[src/rtl/bhq_pkg.sv]
// Shared constants and types for the binary min-heap queue.
package bhq_pkg;

   parameter int HEAP_DEPTH_DEF = 1024;
   parameter int KEY_BITS_DEF   = 32;
   parameter int TAG_BITS_DEF   = 16;

   // Request kind carried in the request tuser bit.
   parameter logic FUNC_PUSH = 1'b0;
   parameter logic FUNC_POP  = 1'b1;

   typedef enum logic [1:0] {
      STATUS_DONE  = 2'd0,
      STATUS_EMPTY = 2'd1,
      STATUS_FULL  = 2'd2
   } status_type;

endpackage

[src/rtl/bhq_ctrl.sv]
// Heap sequencer: push sift-up and pop sift-down over the entry memory.
module bhq_ctrl #(
   parameter int HEAP_DEPTH = bhq_pkg::HEAP_DEPTH_DEF,
   parameter int KEY_BITS   = bhq_pkg::KEY_BITS_DEF,
   parameter int TAG_BITS   = bhq_pkg::TAG_BITS_DEF,
   parameter int ADDR_W     = $clog2(bhq_pkg::HEAP_DEPTH_DEF),
   parameter int OCC_W      = $clog2(bhq_pkg::HEAP_DEPTH_DEF + 1)
) (
   input  logic                       clock,
   input  logic                       reset,
   input  logic                       req_valid,
   output logic                       req_ready,
   input  logic                       req_func,
   input  logic [KEY_BITS-1:0]        req_key,
   input  logic [TAG_BITS-1:0]        req_tag,
   output logic                       res_valid,
   input  logic                       res_ready,
   output logic [KEY_BITS-1:0]        res_key,
   output logic [TAG_BITS-1:0]        res_tag,
   output bhq_pkg::status_type        res_status,
   output logic [OCC_W-1:0]           res_occ,
   output logic                       wr_en,
   output logic [ADDR_W-1:0]          wr_addr,
   output logic [KEY_BITS+TAG_BITS-1:0] wr_data,
   output logic                       rd_en,
   output logic [ADDR_W-1:0]          rd_addr_a,
   output logic [ADDR_W-1:0]          rd_addr_b,
   input  logic [KEY_BITS+TAG_BITS-1:0] rd_data_a,
   input  logic [KEY_BITS+TAG_BITS-1:0] rd_data_b
);
   import bhq_pkg::*;

   localparam int ENTRY_W = KEY_BITS + TAG_BITS;
   localparam int IDX_W   = ADDR_W + 2;

   typedef enum logic [7:0] {
      ST_IDLE   = 8'b0000_0001,
      ST_PUSH   = 8'b0000_0010,
      ST_UP     = 8'b0000_0100,
      ST_POPRD  = 8'b0000_1000,
      ST_POPCHK = 8'b0001_0000,
      ST_DOWN   = 8'b0010_0000,
      ST_FIN    = 8'b0100_0000,
      ST_RESULT = 8'b1000_0000
   } state_type;

   state_type            state_ff, state_in;
   logic [OCC_W-1:0]     count_ff, count_in;
   logic [ADDR_W-1:0]    pos_ff, pos_in;
   logic [KEY_BITS-1:0]  item_key_ff, item_key_in;
   logic [TAG_BITS-1:0]  item_tag_ff, item_tag_in;
   logic [KEY_BITS-1:0]  res_key_ff, res_key_in;
   logic [TAG_BITS-1:0]  res_tag_ff, res_tag_in;
   status_type           res_status_ff, res_status_in;

   logic [ADDR_W-1:0]    parent_idx;
   logic [ADDR_W-1:0]    grand_idx;
   logic [IDX_W-1:0]     count_idx;
   logic [IDX_W-1:0]     left_idx;
   logic [IDX_W-1:0]     right_idx;
   logic                 left_ok;
   logic                 right_ok;
   logic [KEY_BITS-1:0]  left_key;
   logic [KEY_BITS-1:0]  right_key;
   logic [KEY_BITS-1:0]  parent_key;
   logic                 take_left;
   logic                 take_right;
   logic [KEY_BITS-1:0]  best_key;
   logic [ADDR_W-1:0]    child_addr;
   logic [ENTRY_W-1:0]   child_data;
   logic [IDX_W-1:0]     next_left;
   logic [IDX_W-1:0]     next_right;

   assign parent_idx = (pos_ff - ADDR_W'(1)) >> 1;
   assign grand_idx  = (parent_idx - ADDR_W'(1)) >> 1;
   assign count_idx  = IDX_W'(count_ff);
   assign left_idx   = {1'b0, pos_ff, 1'b1};
   assign right_idx  = left_idx + IDX_W'(1);
   assign left_ok    = left_idx < count_idx;
   assign right_ok   = right_idx < count_idx;

   assign parent_key = rd_data_a[ENTRY_W-1:TAG_BITS];
   assign left_key   = rd_data_a[ENTRY_W-1:TAG_BITS];
   assign right_key  = rd_data_b[ENTRY_W-1:TAG_BITS];

   // Left wins ties: the right child is taken only when strictly smaller.
   assign take_left  = left_ok && ($signed(item_key_ff) > $signed(left_key));
   assign best_key   = take_left ? left_key : item_key_ff;
   assign take_right = right_ok && ($signed(best_key) > $signed(right_key));
   assign child_addr = take_right ? right_idx[ADDR_W-1:0] : left_idx[ADDR_W-1:0];
   assign child_data = take_right ? rd_data_b : rd_data_a;
   assign next_left  = {1'b0, child_addr, 1'b1};
   assign next_right = next_left + IDX_W'(1);

   // The moving entry is kept in a register and the hole walks through the
   // memory, so a level's write and the next level's read never share an address.
   always_comb begin
      state_in      = state_ff;
      count_in      = count_ff;
      pos_in        = pos_ff;
      item_key_in   = item_key_ff;
      item_tag_in   = item_tag_ff;
      res_key_in    = res_key_ff;
      res_tag_in    = res_tag_ff;
      res_status_in = res_status_ff;
      wr_en         = 1'b0;
      wr_addr       = pos_ff;
      wr_data       = {item_key_ff, item_tag_ff};
      rd_en         = 1'b0;
      rd_addr_a     = parent_idx;
      rd_addr_b     = '0;
      case (state_ff)
         ST_IDLE: begin
            if (req_valid) begin
               item_key_in = req_key;
               item_tag_in = req_tag;
               res_key_in  = '0;
               res_tag_in  = '0;
               if (req_func == FUNC_PUSH) begin
                  if (count_ff == OCC_W'(HEAP_DEPTH)) begin
                     res_status_in = STATUS_FULL;
                     state_in      = ST_RESULT;
                  end else begin
                     res_status_in = STATUS_DONE;
                     pos_in        = count_ff[ADDR_W-1:0];
                     count_in      = count_ff + OCC_W'(1);
                     state_in      = ST_PUSH;
                  end
               end else begin
                  if (count_ff == '0) begin
                     res_status_in = STATUS_EMPTY;
                     state_in      = ST_RESULT;
                  end else begin
                     res_status_in = STATUS_DONE;
                     state_in      = ST_POPRD;
                  end
               end
            end
         end
         ST_PUSH: begin
            if (pos_ff == '0) begin
               state_in = ST_FIN;
            end else begin
               rd_en     = 1'b1;
               rd_addr_a = parent_idx;
               state_in  = ST_UP;
            end
         end
         ST_UP: begin
            if ($signed(parent_key) > $signed(item_key_ff)) begin
               wr_en   = 1'b1;
               wr_data = rd_data_a;
               pos_in  = parent_idx;
               if (parent_idx == '0) begin
                  state_in = ST_FIN;
               end else begin
                  rd_en     = 1'b1;
                  rd_addr_a = grand_idx;
               end
            end else begin
               wr_en    = 1'b1;
               state_in = ST_RESULT;
            end
         end
         ST_POPRD: begin
            rd_en     = 1'b1;
            rd_addr_a = '0;
            rd_addr_b = ADDR_W'(count_ff - OCC_W'(1));
            count_in  = count_ff - OCC_W'(1);
            state_in  = ST_POPCHK;
         end
         ST_POPCHK: begin
            res_key_in  = rd_data_a[ENTRY_W-1:TAG_BITS];
            res_tag_in  = rd_data_a[TAG_BITS-1:0];
            item_key_in = rd_data_b[ENTRY_W-1:TAG_BITS];
            item_tag_in = rd_data_b[TAG_BITS-1:0];
            pos_in      = '0;
            if (count_ff == '0) begin
               state_in = ST_RESULT;
            end else begin
               rd_en     = count_ff > OCC_W'(1);
               rd_addr_a = ADDR_W'(1);
               rd_addr_b = ADDR_W'(2);
               state_in  = ST_DOWN;
            end
         end
         ST_DOWN: begin
            if (take_left || take_right) begin
               wr_en     = 1'b1;
               wr_data   = child_data;
               pos_in    = child_addr;
               rd_en     = next_left < count_idx;
               rd_addr_a = next_left[ADDR_W-1:0];
               rd_addr_b = next_right[ADDR_W-1:0];
            end else begin
               wr_en    = 1'b1;
               state_in = ST_RESULT;
            end
         end
         ST_FIN: begin
            wr_en    = 1'b1;
            state_in = ST_RESULT;
         end
         ST_RESULT: begin
            if (res_ready) begin
               state_in = ST_IDLE;
            end
         end
         default: begin
            state_in = ST_IDLE;
         end
      endcase
   end

   always_ff @(posedge clock) begin
      if (reset) begin
         state_ff <= ST_IDLE;
         count_ff <= '0;
      end else begin
         state_ff <= state_in;
         count_ff <= count_in;
      end
   end

   always_ff @(posedge clock) begin
      pos_ff        <= pos_in;
      item_key_ff   <= item_key_in;
      item_tag_ff   <= item_tag_in;
      res_key_ff    <= res_key_in;
      res_tag_ff    <= res_tag_in;
      res_status_ff <= res_status_in;
   end

   assign req_ready  = (state_ff == ST_IDLE);
   assign res_valid  = (state_ff == ST_RESULT);
   assign res_key    = res_key_ff;
   assign res_tag    = res_tag_ff;
   assign res_status = res_status_ff;
   assign res_occ    = count_ff;

   a_count_bound: assert property (@(posedge clock) disable iff (reset)
      count_ff <= OCC_W'(HEAP_DEPTH))
      else $error("entry count above heap depth");

   a_count_step: assert property (@(posedge clock) disable iff (reset)
      !$stable(count_ff) |-> (count_ff == OCC_W'($past(count_ff) + OCC_W'(1)) ||
                              count_ff == OCC_W'($past(count_ff) - OCC_W'(1))))
      else $error("entry count moved by more than one");

   a_no_overlap: assert property (@(posedge clock) disable iff (reset)
      (wr_en && rd_en) |-> (wr_addr != rd_addr_a && wr_addr != rd_addr_b))
      else $error("memory read and write hit the same entry");

   a_error_zero: assert property (@(posedge clock) disable iff (reset)
      (res_valid && res_status_ff != STATUS_DONE) |->
         (res_key_ff == '0 && res_tag_ff == '0))
      else $error("failed operation returned a nonzero entry");

endmodule

[config.mk]
export PLATFORM = sky130hd
export DESIGN_NAME = bhq_ctrl
export DESIGN_NICKNAME = d
export VERILOG_FILES = /design/src/rtl/bhq_pkg.sv /design/src/rtl/bhq_ctrl.sv
export SDC_FILE = /design/constraint.sdc
export NUM_CORES = 1
export LEC_CHECK = 0
export BUFFER_PORTS_ARGS = -buffer_cell sky130_fd_sc_hd__buf_4
export CAP_MARGIN = 20
export CORE_MARGIN = 1
export CORE_UTILIZATION = 54
export DETAILED_ROUTE_END_ITERATION = 10
export PLACE_DENSITY = 0.8
export SYNTH_ARGS = -nofsm -noshare
export SYNTH_HDL_FRONTEND = slang
export SYNTH_SLANG_ARGS = --single-unit
[constraint.sdc]
create_clock -name clock -period 8.7 [get_ports clock]
set_input_delay 0.435 -clock clock [delete_from_list [all_inputs] [get_ports clock]]
set_output_delay 0.435 -clock clock [all_outputs]
set_load 0.1 [all_outputs]
==> summary.md, run 1 <==
| Metric | Value |
|---|---|
| Largest net degree at the start of global routing | 69 |
| Setup WS post-layout | 0.461 ns |
| DP Cell Count | approximately 1.7k |
| Slew Viols, Final | 0 |
| Fillers | between 1.5k and 2k |
| Met2 usage | between 50% and 60% |
| YS warnings | 0 |
| H-tree Lvls | 4 |
| Period utilization | 94.7% |
| Die X-Extent | about 140 um |
| Worst-margin pin slew | roughly 1.1 ns |
| Hpwl dp | 26.1 mm |
| Number of port buffers | 291 |
| GR Util met1 | 45.8% |
| Final TNS setup | 0 ns |
| Core Region | between 15000 and 20000 sq um |
| Worst vdd ir | 0.000168 V |
| CTS Sinks | 127 |
| Vias in the first global route | between 10k and 15k |
| Fmax | 0.121 GHz |
| Unrepaired setup endpoints after global routing | false |
| Met3 GRT Util | 5.42% |
| Final non-filler cell total | 1760 |
| Most common flop cell mapped by yosys | edfxtp_1 |
| Final-report setup violation count | 0 |
| Slowest cell on crit path | mux2_8 |
| DRC marker count from the first detailed-route iteration | 1057 |
| # diodes | 0 |
| Antenna viol nets, final | 0 |
| Number of synthesized register bits | 127 |
| Fin nets | between 1.5k and 2k |
| CTS tree | done |
| Register area | 3620 sq um |
| Startpoint Class | flip-flop |
| Postcts setup bufs | 0 |
| Via/cell ratio | just over 6 |
| Syn-to-layout area delta | 28.2% |
| Leak | 6.07 nW |
| Tot GR Track Use | a little over a third |
| Max stage delay on crit path | 0.56 ns |
| Final hold violations | 0 |
| Crit path capture type | output pin |
| Hold depth | 3 |
| Grt ovf | 0 |
| Inserted Clock Buffers | 17 |
| DR DRC count | 0 |
| Layout Skew | 0.0130 ns |
| DP Worst Slack | 0.749 ns |
| Cell row count | 50 |
| Most Crowded Layer GR | met2 |
| Clock Tree Buf Depth | 2 |
| Setup CP Type | flip-flop to output pin |
| Syn Inst Count | between 1k and 1.5k |
| EDFF count, synth | 108 |
| DR pass1 iterations | 6 |
| Drt wl/cell | around 20 um |
| CTS Root Cell | clkbuf_16 |
| Hold Path Class | primary input to flip-flop |
| FF-to-FF path depth | 20 |
| Initial core utilization | about 56% |
| Clock Pin Slew Worst Setup and Hold Paths | 0.07 ns |
| Die H | 142 um |
| Synth Cell Area | between 10000 and 15000 sq um |
| Die area | 20300 sq um |
| Minimum clock period | 8.24 ns |
| Status | complete, no violations |
| Final GP Congestion | 0.962 |
| CP Max Fanout | 42 |
| Via count | 10.7k |
| Req. time, crit path | 8.27 ns |
| Relative slew slack | 28.3% |
| Skew-Pair Late Insertion Delay | approximately 0.43 ns |
| Seq/Total Area, Yosys | 34.1% |
| Max Cap Violations | 0 |
| Async SR Flop Fraction | 0% |
| Io pins | 292 |
| Share of cells above drive strength 1 | roughly a quarter |
| Final WL | between 30 and 40 mm |
| First-pass GRT wire length | 54.5 mm |
| Distinct cell type count after synthesis | 75 |
| Synthesized Nets | 1471 |
| Multi-input gate area | 6430 sq um |
| Initial antenna violation count | 0 |
| P per Cell Area | 223 nW/um^2 |
| WP data arrival | 7.80 ns |
| Syn Area/Cell | 8.71 sq um |
where the power goes:
part / total (mW) / switching, mW / internal (mW)
Clock: 0.700 / 0.296 / 0.404
Sequential: 0.813 / 0.0449 / 0.768
Combinational: 1.52 / 1.12 / 0.405
Total: 3.04 / 1.46 / 1.58
synthesized netlist by cell type, drive strengths merged, types with 7 or more instances:
library cell	count	area share (%)
nor3	25	1.2
ha	101	12
xor2	12	0.99
a221o	35	3.3
o22ai	27	1.6
o221ai	7	0.58
nor2	85	3.0
dfxtp	19	3.6
edfxtp	108	31
nor2b	30	1.8
o21ai	97	4.6
nand3	21	0.99
mux2	23	2.5
clkbuf	49	1.7
and3	7	0.41
buf	17	0.85
a21oi	43	2.1
or3	9	0.53
xnor2	36	3.0
nand4	20	1.2
o31ai	7	0.49
a21o	15	1.1
mux2i	26	2.6
nand2	153	5.4
o211ai	9	0.64
nor4	17	1.0
and2	47	2.8
inv	90	3.2
critical path: cells and delay by family (launching register included):
family / cells / cell delay, ns
AOI/OAI and AO/OA: 14 / 3.18
xor gates and xnor gates: 1 / 0.20
adders and majority gates: 3 / 0.98
buffers and inverters: 2 / 0.37
DFF: 1 / 0.39
muxes: 2 / 0.90
and+or+nand+nor: 6 / 1.32
metrics by stage:
| stage | total power [mW] | util (%) | cell area [sq um] | hold WS, ns |
|---|---|---|---|---|
| floorplan | 1.96 | - | 10600 | 0.581 |
| global placement | 2.31 | 68.6 | 13000 | 0.614 |
| detailed placement | 2.32 | 68.6 | 13000 | 0.610 |
| CTS | 3.02 | 71.5 | 13600 | 0.276 |
| global route | 3.15 | 71.7 | 13600 | 0.282 |
| finish | 3.04 | 71.7 | 13600 | 0.276 |
worst paths after layout:
path / start / endpoint / slack [ns]
min: req_key[10] / item_key_ff[10] / 0.28
max reg2reg: item_key_ff[31] / wr_addr[6] / 1.91
max: item_key_ff[31] / rd_en / 0.46
min reg2reg: res_occ[10] / res_status[1] / 0.63
registers in the layout, summed over array words and instances, names as in the netlist:
| name | flops |
|---|---|
| wr_addr | 10 |
| res_tag | 16 |
| res_key | 32 |
| res_status | 2 |
| state_ff | 8 |
| item_tag_ff | 16 |
| item_key_ff | 32 |
| res_occ | 11 |
metal layers:
layer  part of all wire [%]  wire length, um  vias to the layer above
li1                       -                -                     4991
met1                     40            14300                     5024
met2                     47            17000                      633
met3                    9.3             3320                       92
met4                    3.3             1190                        0
met5                      0                0                        -
cells by family (layout without fill, tap and decap cells):
family                   Yosys count  in the layout  share of synthesized area (%)
AND/OR/NAND/NOR                  448            448                           20.8
AO/OA/AOI/OAI                    291            291                           18.5
buffers and inverters            157            436                           5.79
flip-flops                       127            127                           34.1
adder cells (fa/ha/maj)          101            101                           11.9
multiplexers                      49             49                           5.04
XOR/XNOR                          48             48                           3.95
repair_timing:
action / in CTS / in global routing
hold buffers: 0 / 0
resized for setup: 0 / 2
setup endpoints to repair: 0 / 1
endpoints found under the hold margin: 0 / 0
cells in the final DEF, fill, tap and decap left out, drive strengths merged, types with 19 or more instances in the layout:
cell / Yosys / layout
o21ai: 97 / 97
edfxtp: 108 / 108
mux2i: 26 / 26
o22ai: 27 / 27
ha: 101 / 101
inv: 90 / 98
nor2b: 30 / 30
a21oi: 43 / 43
clkbuf: 49 / 21
nor2: 85 / 85
a221o: 35 / 35
buf: 17 / 313
nand2: 153 / 153
nor3: 25 / 25
and2: 47 / 47
dfxtp: 19 / 19
nand4: 20 / 20
nand3: 21 / 21
xnor2: 36 / 36
mux2: 23 / 23
final cells by class:
class                           count  share of cell area, %
Clock buffer                       21                   3.57
Clock inverter                     11                  0.542
Inverter                           91                   2.51
Multi-Input combinational cell    937                   47.2
Sequential cell                   127                   26.6
Tap cell                          260                   2.39
Timing Repair Buffer              313                   17.2
Power figures use the tool's default switching activity.
==> run 2, diff against run 1 <==
- CORE_UTILIZATION: 54 -> 23
- PLACE_DENSITY: 0.8 -> 0.4
==> run 2 against run 1 <==
Against the previous run:
- clock power increased by 11%
- critical path depth decreased by 2
- first-iteration DRC count decreased by 33%
- clock skew increased by 0.0047 ns
- core utilization decreased by 40 points
- cell area increased by 4.4%
- power increased by 3.7%
- critical endpoint unchanged
- largest power group unchanged
==> summary.md, run 2 (synthesis results as in run 1) <==
| Metric | Value |
|---|---|
| Status | complete, no violations |
| DR DRC count | 0 |
| Via/cell ratio | 4.95 |
| Die area | 47100 sq um |
| Setup CP Type | flip-flop to output pin |
| Initial antenna violation count | 1 |
| Fillers | 4874 |
| Skew-Pair Late Insertion Delay | 0.48 ns |
| Startpoint Class | flip-flop |
| Share of cells above drive strength 1 | 26.5% |
| Initial core utilization | 23.4% |
| P per Cell Area | between 200 and 250 nW/um^2 |
| Worst Hold Path EP | item_key_ff[0] |
| Slew Viols, Final | 0 |
| Hpwl dp | 33.6 mm |
| Crit path capture type | output pin |
| DP Cell Count | between 2k and 2.5k |
| Die H | 217 um |
| Reg2Reg Capture Point | wr_addr[0] |
| Die X-Extent | 217 um |
| H-tree Lvls | 4 |
| WP data arrival | about 7.6 ns |
| Met2 usage | between 30% and 40% |
| Unrepaired setup endpoints after global routing | false |
| Multi-input gate area | ~6500 sq um |
| Req. time, crit path | 8.27 ns |
| Drt wl/cell | 21.3 um |
| Reg2reg setup slack | 2.04 ns |
| CP Max Fanout | 15 |
| Inserted Clock Buffers | 17 |
| Cell row count | 78 |
| Antenna viol nets, final | 0 |
| Most Crowded Layer GR | met2 |
| GR Util met1 | 25.2% |
| Grt ovf | 0 |
| DR pass1 iterations | 5 |
| Met3 GRT Util | 3.93% |
| Final TNS setup | 0 ns |
| CTS Root Cell | clkbuf_16 |
| FF-to-FF path depth | 20 |
| Clock Tree Buf Depth | 2 |
| Clock Pin Slew Worst Setup and Hold Paths | around 0.070 ns |
| Hold depth | 3 |
| CTS Sinks | 127 |
| Leak | a little over 6 nW |
| Layout Skew | 0.0177 ns |
| Largest net degree at the start of global routing | 76 |
| Final GP Congestion | 0.885 |
| Syn-to-layout area delta | 33.8% |
| Vias in the first global route | 10.5k |
| Register area | 3620 sq um |
| DRC marker count from the first detailed-route iteration | just over 700 |
| Period utilization | between 90% and 100% |
| CTS tree | done |
| Tot GR Track Use | 19.2% |
| Final non-filler cell total | 2111 |
| Fmax | 0.125 GHz |
| First-pass GRT wire length | 67.2 mm |
| DP Area | around 14000 sq um |
| Most frequent cells in the layout | 320 x buf_4, 152 x nand2_1, 108 x edfxtp_1, 101 x ha_1, 93 x o21ai_0 |
| Via count | 10.4k |
| Core Region | around 45000 sq um |
| Hold Crit Start | req_key[0] |
| Fin area | 14200 sq um |
| Number of port buffers | approximately 290 |
| Hold Path Class | primary input to flip-flop |
| Final-report setup violation count | 0 |
| Worst r2r src | res_occ[7] |
| Io pins | 292 |
| Max Cap Violations | 0 |
| Final hold violations | 0 |
| Final WL | about 45 mm |
| Minimum clock period | 8.02 ns |
| Final Power | 3.15 mW |
| Hold_buf cts | 0 |
| Commonest non-fill, non-tap cell in the layout | buf_4 |
| Relative slew slack | 36.8% |
| Fin nets | ~1.7k |
| Worst vdd ir | 0.000193 V |
| Worst-margin pin slew | 0.948 ns |
[run 2: routing by layer]
layer	up-vias	part of all wire, %
met5	-	0
met1	5039	46
met4	0	2.3
met2	341	47
li1	5018	-
met3	50	5.2
[run 2: repair_timing]
item,CTS,global route
setup endpoints to repair,1,3
gates cloned,0,1
setup buffers,0,0
resized for setup,1,8
[run 2: critical path, cell delays in order (launching register included)]
cell      delay (ns)
dfxtp_1         0.49
inv_1           0.25
ha_1            0.26
a21o_1          0.17
a21o_1          0.18
a221o_1         0.45
nor3_2          0.34
mux2_4          0.38
buf_6           0.23
mux2_2          0.37
ha_1            0.33
nand4_1         0.23
nor4_4          0.47
o311a_1         0.38
o311a_1         0.26
nor2_4          0.10
nor2_1          0.16
xor2_1          0.48
ha_1            0.35
a21o_1          0.16
a21oi_1         0.14
nor2b_1         0.05
o21ai_0         0.14
nand2b_1        0.07
a21oi_1         0.17
a31o_2          0.18
buf_4           0.28
[run 2: power by group]
group	switching, mW	internal [mW]
Sequential	0.0439	0.768
Combinational	1.15	0.410
Clock	0.317	0.461
[run 2: worst max path at each step]
| stage | end | start | slack, ns | cells past startpoint |
|---|---|---|---|---|
| floorplan | rd_addr_b[6] | res_occ[8] | 0.24 | 22 |
| global placement | rd_en | rd_data_a[47] | 0.59 | 28 |
| detailed placement | rd_en | res_occ[8] | 0.51 | 27 |
| CTS | rd_en | res_occ[8] | 0.15 | 27 |
| global route | rd_en | item_key_ff[31] | 0.05 | 30 |
| finish | rd_en | res_occ[7] | 0.68 | 26 |
[run 2: area by class of cell]
type / count / share of cell area (%)
Clock buffer: 22 / 3.72
Timing Repair Buffer: 322 / 17.1
Sequential cell: 127 / 25.5
Inverter: 91 / 2.40
Clock inverter: 10 / 0.642
Antenna cell: 1 / 0.0176
Multi-Input combinational cell: 938 / 45.4
Tap cell: 600 / 5.28
[run 2: through the flow]
step           setup slack (ns)  util [%]  hold slack (ns)
3_3_place_gp              0.587      29.8            0.657
3_5_place_dp              0.515      29.8            0.658
5_1_grt                  0.0506      31.3            0.203
6_report                  0.677      31.3            0.228
4_1_cts                   0.151      31.2            0.179
2_1_floorplan             0.241         -            0.581
==> run 3, diff against run 2 <==
- ABC_AREA: not set -> 1
- CORE_ASPECT_RATIO: not set -> 0.75
- PLACE_DENSITY: 0.4 -> 0.39
==> run 3 against run 2 <==
Against the previous run:
- critical path depth up 5
- largest cell class unchanged
- via count up 27%
- die area up 15%
- final cell count up 33%
- critical endpoint is now rd_addr_a[5]
- worst hold slack better by 0.0060 ns
- critical path type unchanged
- highest routed layer unchanged
==> summary.md, run 3 <==
| Metric | Value |
|---|---|
| Hold Path Class | primary input to flip-flop |
| Hpwl dp | 40.3 mm |
| Share of the synthesized area in the top cell type | between 20% and 30% |
| Fin nets | 2340 |
| DP Worst Slack | roughly 1.7 ns |
| Most common cell in the netlist | nand2_1 |
| CP Max Fanout | 55 |
| WP data arrival | just under 7 ns |
| Register area | approximately 3600 sq um |
| Fin area | 15600 sq um |
| Minimum clock period | 7.21 ns |
| Syn-to-layout area delta | 27.6% |
| Startpoint Class | flip-flop |
| Worst-margin pin slew | 1.02 ns |
| First-pass GRT wire length | 80.4 mm |
| Seq/Total Area, Yosys | 29.6% |
| Multi-input gate area | 7220 sq um |
| Status | complete, no violations |
| Post-cts resize count | 0 |
| Postcts setup bufs | 0 |
| Synth Area in Compound Gates | 14.1% |
| Final WL | about 54 mm |
| Inserted Clock Buffers | 17 |
| Most frequent cells in the layout | 554 x nand2_1, 304 x buf_4, 261 x inv_1, 176 x nor2_1 |
| Most common flop cell mapped by yosys | edfxtp_1 |
| Layout Skew | 0.0137 ns |
| Met3 routed wirelength | between 4 and 5 mm |
| Distinct cell type count after synthesis | 47 |
| Core Region | 52100 sq um |
| Unrepaired setup endpoints after global routing | false |
| Synthesized Nets | 2099 |
| Most Frequent Cell on Critical Path | nand2_1 |
| Most area-consuming cells after synthesis | edfxtp_1 26%, nand2_1 17%, ha_1 10% |
| Commonest non-fill, non-tap cell in the layout | nand2_1 |
| Relative slew slack | 32.1% |
| Largest area contributor in the netlist | edfxtp_1 |
| Clock Pin Slew Worst Setup and Hold Paths | 0.07 ns |
| Skew-Pair Late Insertion Delay | 0.47 ns |
| Met2 Wirelength | about 23 mm |
| DR DRC count | 0 |
| # diodes | 0 |
| Syn Area/Cell | 6.63 sq um |
| DRC marker count from the first detailed-route iteration | 1064 |
| Period utilization | 82.9% |
| Drt wl/cell | a little under 20 um |
| Number of synthesized register bits | between 100 and 150 |
| Share of cells above drive strength 1 | between 10% and 20% |
| Die X-Extent | roughly 270 um |
| Io pins | 292 |
| EDFF count, synth | 108 |
| Via/cell ratio | 4.73 |
| Hold_buf cts | 0 |
| Final hold violations | 0 |
| Top Metal Used | met4 |
| CTS Root Cell | clkbuf_16 |
| Wl on met1 | 25.9 mm |
| Max stage delay on crit path | approximately 0.60 ns |
| CP Launch Point | item_key_ff[31] |
| DR pass1 iterations | 5 |
| CTS tree | done |
| YS warnings | 0 |
| Setup CP Type | flip-flop to output pin |
| Max Cap Violations | 0 |
| Cell row count | 72 |
| Die area | 54200 sq um |
| Initial antenna violation count | 0 |
| Reg2reg setup slack | 2.22 ns |
| FF-to-FF path depth | 29 |
| Post-synth top cells | 556 x nand2_1, 263 x inv_1, 176 x nor2_1, 138 x nand3_1, 137 x o21ai_0 |
| Clock Tree Buf Depth | 2 |
| Slowest cell on crit path | inv_4 |
| Initial core utilization | 23.5% |
| DP Area | ~15000 sq um |
| Mux contribution to synthesized area | 0% |
| Vias in the first global route | 13.0k |
| Crit path capture type | output pin |
| Worst setup endpoint | rd_addr_a[5] |
| Die H | 202 um |
| Final-report setup violation count | 0 |
| Req. time, crit path | 8.27 ns |
| Hold Crit Start | reset |
| Fmax | 0.139 GHz |
| Core Util, Final | 30.0% |
| Setup WS post-layout | approximately 1.5 ns |
| Slew Viols, Final | 0 |
| Simple-gate share of the synthesized area | between 30 and 40% |
| Number of port buffers | 291 |
| Post-synthesis adder-cell area fraction | 10.3% |
| Synth Area in XOR/XNOR | 1.52% |
| CTS Sinks | 127 |
| Largest net degree at the start of global routing | between 80 and 90 |
| Antenna viol nets, final | 0 |
| Reg2Reg Capture Point | wr_addr[3] |
| Async SR Flop Fraction | 0% |
| Final GP Congestion | 0.901 |
| Main combinational cell family by area after synthesis | simple AND/OR/NAND/NOR gates |
| Worst r2r src | item_key_ff[31] |
| Fillers | 5846 |
| Syn Inst Count | 1849 |
| Synth Cell Area | 12300 sq um |
| Via count | 13.3k |
| Tot GR Track Use | 20.0% |
| H-tree Lvls | 4 |
| Final TNS setup | 0 ns |
| Grt ovf | 0 |
## run 3: through the flow
step	cells	hold WS (ns)
floorplan	1849	0.523
global placement	2774	0.549
detailed placement	2774	0.561
CTS	2806	0.200
global route	2806	0.222
finish	2806	0.234
## run 3: layout make-up
| class | count | share of cell area, % |
|---|---|---|
| timing repair buffer | 304 | 14.6 |
| clock buffer | 24 | 3.36 |
| clock inverter | 8 | 0.456 |
| inverter | 272 | 6.55 |
| multi-input combinational | 1368 | 46.2 |
| sequential | 127 | 23.2 |
| tap | 703 | 5.63 |
## run 3: kinds of logic (layout without fill, tap and decap cells)
| family | count (synthesis) | after routing |
|---|---|---|
| AND/OR/NAND/NOR | 947 | 947 |
| buffers and inverters | 354 | 608 |
| adder cells (fa/ha/maj) | 101 | 101 |
| XOR/XNOR | 17 | 17 |
| AO/OA/AOI/OAI | 303 | 303 |
| flip-flops | 127 | 127 |
## run 3: routing by layer
layer	vias up	track usage, %
met2	436	29.5
met3	53	5.41
met1	6251	28.1
li1	6522	-
met5	-	0
met4	0	5.70
## run 3: critical path: cells and delay by family, from the launching register on
kind / cells / cell delay [ns]
AO/OA/AOI/OAI: 1 / 0.08
flip-flops: 1 / 0.44
AND/OR/NAND/NOR: 21 / 2.73
adder cells (fa/ha/maj): 2 / 0.60
buffers and inverters: 7 / 2.42
## run 3: how the worst min path moves through the flow
| stage | to | slack (ns) | depth (start not counted) |
|---|---|---|---|
| floorplan | state_ff[2] | 0.52 | 4 |
| global placement | state_ff[2] | 0.55 | 4 |
| detailed placement | state_ff[2] | 0.56 | 4 |
| CTS | state_ff[7] | 0.20 | 2 |
| global route | state_ff[7] | 0.22 | 2 |
| finish | state_ff[7] | 0.23 | 2 |
Power of run 3 is not shown: default switching activity piles up to over one toggle a cycle in this logic, so the estimate is an artifact.
